[src/design/ecal_pkg.sv]
package ecal_pkg;

	// Split phases: each runs one pass through the shared multiplier
	localparam logic [1:0] PH_SEC  = 2'd0;
	localparam logic [1:0] PH_MIN  = 2'd1;
	localparam logic [1:0] PH_HOUR = 2'd2;
	localparam logic [1:0] PH_WDAY = 2'd3;

	typedef struct packed {
		logic       load;
		logic       mul;
		logic       split;
		logic [1:0] phase;
		logic       year_step;
		logic       year_end;
		logic       month_step;
	} ecal_cmd_t;

	typedef struct packed {
		logic year_fit;
		logic month_fit;
	} ecal_sts_t;

	function automatic logic [4:0] month_days(input logic [3:0] month, input logic leap);
		logic [4:0] d;
		begin
			unique case (month)
				4'd0, 4'd2, 4'd4, 4'd6, 4'd7, 4'd9, 4'd11: d = 5'd31;
				4'd3, 4'd5, 4'd8, 4'd10:                   d = 5'd30;
				4'd1:                                      d = leap ? 5'd29 : 5'd28;
				default:                                   d = 5'd31;
			endcase
			return d;
		end
	endfunction

endpackage

[src/design/ecal_ctrl.sv]
module ecal_ctrl (
	input  logic                clk,
	input  logic                arst_n,
	input  logic                start,
	input  ecal_pkg::ecal_sts_t sts,
	output ecal_pkg::ecal_cmd_t cmd,
	output logic                busy,
	output logic                done
);
	import ecal_pkg::*;

	localparam logic [2:0] ST_IDLE  = 3'd0;
	localparam logic [2:0] ST_MUL   = 3'd1;
	localparam logic [2:0] ST_SPLIT = 3'd2;
	localparam logic [2:0] ST_YEAR  = 3'd3;
	localparam logic [2:0] ST_MONTH = 3'd4;
	localparam logic [2:0] ST_DONE  = 3'd5;

	logic [2:0] state_q, state_d;
	logic [1:0] phase_q, phase_d;

	always_comb begin
		cmd     = '0;
		state_d = state_q;
		phase_d = phase_q;
		cmd.phase = phase_q;
		unique case (state_q)
			ST_IDLE: begin
				if (start) begin
					cmd.load = 1'b1;
					phase_d  = PH_SEC;
					state_d  = ST_MUL;
				end
			end
			ST_MUL: begin
				cmd.mul = 1'b1;
				state_d = ST_SPLIT;
			end
			ST_SPLIT: begin
				cmd.split = 1'b1;
				if (phase_q == PH_WDAY) begin
					state_d = ST_YEAR;
				end else begin
					phase_d = phase_q + 2'd1;
					state_d = ST_MUL;
				end
			end
			ST_YEAR: begin
				if (sts.year_fit) begin
					cmd.year_end = 1'b1;
					state_d      = ST_MONTH;
				end else begin
					cmd.year_step = 1'b1;
				end
			end
			ST_MONTH: begin
				if (sts.month_fit) begin
					state_d = ST_DONE;
				end else begin
					cmd.month_step = 1'b1;
				end
			end
			ST_DONE: begin
				state_d = ST_IDLE;
			end
			default: begin
				state_d = ST_IDLE;
			end
		endcase
	end

	always_ff @(posedge clk or negedge arst_n) begin
		if (!arst_n) begin
			state_q <= ST_IDLE;
			phase_q <= PH_SEC;
		end else begin
			state_q <= state_d;
			phase_q <= phase_d;
		end
	end

	assign busy = (state_q != ST_IDLE);
	assign done = (state_q == ST_DONE);

endmodule

[src/design/ecal_dp.sv]
module ecal_dp (
	input  logic                clk,
	input  ecal_pkg::ecal_cmd_t cmd,
	output ecal_pkg::ecal_sts_t sts,
	input  logic [31:0]         epoch_seconds,
	output logic [5:0]          second_of_minute,
	output logic [5:0]          minute_of_hour,
	output logic [4:0]          hour_of_day,
	output logic [4:0]          day_of_month,
	output logic [3:0]          month_index,
	output logic [7:0]          years_since_1900,
	output logic [8:0]          day_of_year,
	output logic [2:0]          weekday
);
	import ecal_pkg::*;

	// Reciprocal constants: exact over the operand ranges used here
	localparam logic [31:0] RECIP_60 = 32'h8888_8889;  // >> 37
	localparam logic [31:0] RECIP_24 = 32'hAAAA_AAAB;  // >> 36
	localparam logic [31:0] RECIP_7  = 32'd149797;     // >> 20, operand below 2^17

	logic [31:0] secs_q;
	logic [26:0] mins_q;
	logic [20:0] hours_q;
	logic [15:0] rem_q;
	logic [63:0] prod_q;
	logic [5:0]  sec_q;
	logic [5:0]  min_q;
	logic [4:0]  hour_q;
	logic [2:0]  wday_q;
	logic [7:0]  year_q;
	logic [1:0]  c4_q;
	logic [6:0]  c100_q;
	logic [8:0]  c400_q;
	logic [8:0]  yday_q;
	logic [3:0]  month_q;

	logic [31:0] mul_a, mul_b;
	logic [16:0] wday_arg;
	logic [11:0] q60_lo;
	logic [11:0] q60_lo_h;
	logic [9:0]  q24_lo;
	logic [5:0]  q7_lo;
	logic        leap;
	logic [8:0]  ylen;
	logic [4:0]  mlen;

	assign wday_arg = {1'b0, rem_q} + 17'd4;

	always_comb begin
		unique case (cmd.phase)
			PH_SEC:  begin mul_a = secs_q;                mul_b = RECIP_60; end
			PH_MIN:  begin mul_a = {5'd0, mins_q};        mul_b = RECIP_60; end
			PH_HOUR: begin mul_a = {11'd0, hours_q};      mul_b = RECIP_24; end
			default: begin mul_a = {15'd0, wday_arg};     mul_b = RECIP_7;  end
		endcase
	end

	// Low bits of quotient times divisor; remainders fit below the modulus
	assign q60_lo   = {6'd0, prod_q[42:37]} * 12'd60;
	assign q60_lo_h = {6'd0, prod_q[42:37]} * 12'd60;
	assign q24_lo   = {5'd0, prod_q[40:36]} * 10'd24;
	assign q7_lo    = {3'd0, prod_q[22:20]} * 6'd7;

	assign leap = (c4_q == 2'd0) && ((c100_q != 7'd0) || (c400_q == 9'd0));
	assign ylen = leap ? 9'd366 : 9'd365;
	assign mlen = month_days(month_q, leap);

	assign sts.year_fit  = (rem_q < {7'd0, ylen});
	assign sts.month_fit = (month_q == 4'd11) || (rem_q < {11'd0, mlen});

	always_ff @(posedge clk) begin
		if (cmd.load) begin
			secs_q  <= epoch_seconds;
			year_q  <= 8'd70;
			c4_q    <= 2'd2;
			c100_q  <= 7'd70;
			c400_q  <= 9'd370;
			month_q <= 4'd0;
		end
		if (cmd.mul) begin
			prod_q <= {32'd0, mul_a} * {32'd0, mul_b};
		end
		if (cmd.split) begin
			unique case (cmd.phase)
				PH_SEC: begin
					mins_q <= prod_q[63:37];
					sec_q  <= secs_q[5:0] - q60_lo[5:0];
				end
				PH_MIN: begin
					hours_q <= prod_q[57:37];
					min_q   <= mins_q[5:0] - q60_lo_h[5:0];
				end
				PH_HOUR: begin
					rem_q  <= prod_q[51:36];
					hour_q <= hours_q[4:0] - q24_lo[4:0];
				end
				default: begin
					wday_q <= wday_arg[2:0] - q7_lo[2:0];
				end
			endcase
		end
		if (cmd.year_step) begin
			rem_q  <= rem_q - {7'd0, ylen};
			year_q <= year_q + 8'd1;
			c4_q   <= c4_q + 2'd1;
			c100_q <= (c100_q == 7'd99) ? 7'd0 : c100_q + 7'd1;
			c400_q <= (c400_q == 9'd399) ? 9'd0 : c400_q + 9'd1;
		end
		if (cmd.year_end) begin
			yday_q <= rem_q[8:0];
		end
		if (cmd.month_step) begin
			rem_q   <= rem_q - {11'd0, mlen};
			month_q <= month_q + 4'd1;
		end
	end

	assign second_of_minute = sec_q;
	assign minute_of_hour   = min_q;
	assign hour_of_day      = hour_q;
	assign day_of_month     = rem_q[4:0] + 5'd1;
	assign month_index      = month_q;
	assign years_since_1900 = year_q;
	assign day_of_year      = yday_q;
	assign weekday          = wday_q;

endmodule

[src/design/epoch_seconds_to_calendar_top.sv]
// Once a request is taken, MUL and SPLIT run for four passes through one shared 32x32
// multiplier, then the year walk steps Y years, one year per cycle, and the month walk
// steps M months before done rises; Y is the number of whole years past 1970 (0..136)
// and M the month index (0..11); Y + M is largest in December 2105, since the input
// range ends in February 2106. A new request is taken only while idle. Reset clears
// only the controller; results stay valid from done until the next request is taken.
module epoch_seconds_to_calendar_top (
	input  logic        clk,
	input  logic        arst_n,
	input  logic        start,
	output logic        busy,
	input  logic [31:0] epoch_seconds,
	output logic        done,
	output logic [5:0]  second_of_minute,
	output logic [5:0]  minute_of_hour,
	output logic [4:0]  hour_of_day,
	output logic [4:0]  day_of_month,
	output logic [3:0]  month_index,
	output logic [7:0]  years_since_1900,
	output logic [8:0]  day_of_year,
	output logic [2:0]  weekday
);
	import ecal_pkg::*;

	ecal_cmd_t cmd;
	ecal_sts_t sts;

	ecal_ctrl u_ctrl (
		.clk    (clk),
		.arst_n (arst_n),
		.start  (start),
		.sts    (sts),
		.cmd    (cmd),
		.busy   (busy),
		.done   (done)
	);

	ecal_dp u_dp (
		.clk              (clk),
		.cmd              (cmd),
		.sts              (sts),
		.epoch_seconds    (epoch_seconds),
		.second_of_minute (second_of_minute),
		.minute_of_hour   (minute_of_hour),
		.hour_of_day      (hour_of_day),
		.day_of_month     (day_of_month),
		.month_index      (month_index),
		.years_since_1900 (years_since_1900),
		.day_of_year      (day_of_year),
		.weekday          (weekday)
	);

endmodule

[config.mk]
export PLATFORM = sky130hd
export DESIGN_NAME = epoch_seconds_to_calendar_top
export DESIGN_NICKNAME = d
export VERILOG_FILES = /design/src/design/ecal_pkg.sv /design/src/design/ecal_ctrl.sv /design/src/design/ecal_dp.sv /design/src/design/epoch_seconds_to_calendar_top.sv
export SDC_FILE = /design/constraint.sdc
export NUM_CORES = 1
export LEC_CHECK = 0
export ABC_AREA = 1
export BUFFER_PORTS_ARGS = -buffer_cell sky130_fd_sc_hd__buf_4
export CAP_MARGIN = 20
export CORE_UTILIZATION = 60
export CTS_BUF_LIST = sky130_fd_sc_hd__clkbuf_2
export CTS_CLUSTER_SIZE = 30
export DETAILED_ROUTE_END_ITERATION = 8
export GPL_ROUTABILITY_DRIVEN = 0
export GPL_TIMING_DRIVEN = 0
export PLACE_DENSITY = 0.8
export SKIP_CTS_REPAIR_TIMING = 1
export SLEW_MARGIN = 40
export SYNTH_ARGS = -nofsm -noshare
export SYNTH_HDL_FRONTEND = slang
export SYNTH_SLANG_ARGS = --single-unit
[constraint.sdc]
create_clock -name clk -period 7.3 [get_ports clk]
set_input_delay 0.73 -clock clk [delete_from_list [all_inputs] [get_ports clk]]
set_output_delay 0.73 -clock clk [all_outputs]
set_load 0.03 [all_outputs]
==> out/results.ini <==
[outcome]
status = finished, violations left
violations = DRC, setup timing

[min_path]
holdPathStages = 1
min_from = epoch_seconds[17]
hold_end = u_dp.secs_q[17]
hp-class = in -> reg

[setup_path]
cpPeakStageDelay_ns = 1.03
cp-start-kind = flip-flop
worstReg2RegEnd = u_dp.prod_q[47]
r2r_start = u_dp.rem_q[3]
rr_worst_depth = 36
end_kind = flip-flop
criticalPathCategory = reg -> reg
slowest_stage = fa_1
rrSetupSlack_ns = -1.59
cp.arrival_ns = 9.55
crit_required_ns = 7.96
crit_path_max_fanout = 6

[synth]
synth_most_common_cell = inv_1
syn_inst = 3487
yosys.area.top_type = fa_1
ys.flop_type = edfxtp_1
synth_cell_type_count = 65
yosys_warnings = 0
netlist_top_cells_count = 985 x inv_1, 497 x fa_1, 455 x ha_1
avgSynthCellArea_um2 = 9.13
synth_edf_count = 186
ys_async_sr_fraction = 0.0262
yosys-top-cells-area = fa_1 31%, ha_1 18%, edfxtp_1 18%
yosysSeqAreaShare = 0.179
netlist_area_um2 = 31800
synth_top_area_frac = 0.313
synth_seq_cells = 191

[cts]
cts_sinks = 191
cts_buffer_depth = 2
cts_tree = yes
numCtsBuffers = 17
clock_latency_ns = 0.92
htree_levels = 4
clk_pin_slew_ns = 0.33
root_buffer = clkbuf_2

[final_layout]
final_layout_size_suffix_gt1_frac = 0.192
fillers = 3366
stdcell_count = 4478
final_area_um2 = 37100
nNetsFinal = 4762
area_growth_pct = 16.6

[floorplanning]
rows = 84
die_w_um = 232
die_y_um = 232
initial_utilization = 0.607
coreArea_um2 = 52400
ioPinCount = 83
die_area_um2 = 54000

[place]
hpwl_um = 80500
dpl_cell_area_um2 = 33600
dp.cells = 4311
io_buffers = 82
dpl_worst_slack_ns = -2.03

[flow_run]
maxCapViolCount = 0

[sta]
finalCritPeriodShare = 1.22
worst_pin_slew_ns = 0.779
setup_viol = 31
fmax_ghz = 0.113
fin_ws_ns = -1.59
hold_violations = 0
slew_viol_final = 0
relSlewSlack = 0.479
min_period_ns = 8.89
finClkSkew_ns = 0.0852
rsz0062_at_grt = yes

[global_routing]
grt_pass1_vias = 25400
grt-ovfl-total = 0
antenna_found_initial = 3
grt.total_usage = 0.360
grt_pass1_wl_um = 143000
grt_max_degree = 33

[drt]
drt-total-wl_um = 111000
drtAntennaViolNets = 0
drt-vias-per-instance = 6.05
post-route-drc-count = 47
vias = 27100
drtIter0Drc = 3743
firstDrtPassIters = 9
drt-wirelength-per-cell_um = 24.8

-- cell usage in the layout (no fill, tap or decap), types with 57 or more instances in the layout --
cell type | synthesis | routed
ha_1 | 455 | 411
nand3_1 | 71 | 64
nor2_1 | 283 | 213
inv_1 | 985 | 930
buf_4 | 3 | 189
edfxtp_1 | 186 | 186
a21oi_1 | 117 | 74
xor2_1 | 70 | 57
fa_1 | 497 | 467
nand2_1 | 426 | 369
-- worst max-delay path: cells and delay by family (launching register included) --
kind / cells / cell delay [ns]
compound gates: 1 / 0.12
xor+xnor: 1 / 0.16
simple gates: 14 / 1.97
buf+inv: 11 / 1.31
flops: 1 / 0.56
fa+ha+maj: 9 / 4.48
-- metrics by stage --
| stage | utilization | hold WS [ns] | setup TNS [ns] |
|---|---|---|---|
| floorplan | - | 0.400 | -0.00866 |
| global placement | 0.639 | 0.402 | -54.69 |
| detailed placement | 0.641 | 0.405 | -50.67 |
| CTS | 0.646 | -0.445 | -50.99 |
| global route | 0.707 | -0.00703 | -41.11 |
| finish | 0.707 | 0.0135 | -40.18 |
-- logic make-up (layout without fill, tap and decap cells) --
logic type / count (synthesis) / in the layout / share of synthesized area
flops: 191 / 191 / 0.179
compound gates: 309 / 309 / 0.0555
simple gates: 901 / 901 / 0.123
other cells: 2 / 51 / 0.000236
xor+xnor: 86 / 86 / 0.0241
buf+inv: 1046 / 1300 / 0.126
fa+ha+maj: 952 / 952 / 0.492
-- layout make-up --
type                       count  area [µm²]  share of cell area
multi-input combinational   2297       24200               0.653
inverter                    1002        3820               0.103
clock buffer                  17        85.1             0.00229
antenna                        2        5.00            0.000135
clock inverter                15         169             0.00455
sequential                   191        5710               0.154
tap                          688         861              0.0232
buffer                        44         398              0.0107
timing repair buffer         222        1820              0.0490
-- metal layers --
metal / vias up / track usage / routed length (µm)
li1: 11200 / - / -
met1: 12700 / 0.444 / 35100
met2: 2318 / 0.551 / 47000
met3: 844 / 0.0697 / 16900
met4: 2 / 0.290 / 12000
met5: - / 0 / 11
-- how the worst max path moves through the flow --
| stage | cells past startpoint | from | endpoint |
|---|---|---|---|
| finish | 36 | u_dp.rem_q[3] | u_dp.prod_q[47] |
| global route | 36 | u_dp.rem_q[3] | u_dp.prod_q[47] |
| CTS | 29 | u_ctrl.phase_q[0] | u_dp.prod_q[61] |
| detailed placement | 29 | u_ctrl.phase_q[0] | u_dp.prod_q[61] |
| global placement | 29 | u_ctrl.phase_q[0] | u_dp.prod_q[61] |
| floorplan | 33 | u_ctrl.phase_q[0] | u_dp.prod_q[63] |
-- state kept, by name (all words and copies together) (netlist names) --
register and count:
u_dp.weekday 3, u_dp.day_of_year 9, u_dp.hours_q 21, u_dp.c400_q 9
u_dp.years_since_1900 8, u_dp.prod_q 31, u_dp.month_index 4, u_dp.secs_q 32
u_dp.minute_of_hour 6, u_dp.c100_q 7, u_ctrl.state_q 3, u_ctrl.phase_q 2
u_dp.rem_q 16, u_dp.mins_q 27, u_dp.second_of_minute 6, u_dp.hour_of_day 5
u_dp.c4_q 2
Power is left out: the tool's default activity adds up to more than one toggle a clock period on the data nets, which glitch-free logic cannot reach.
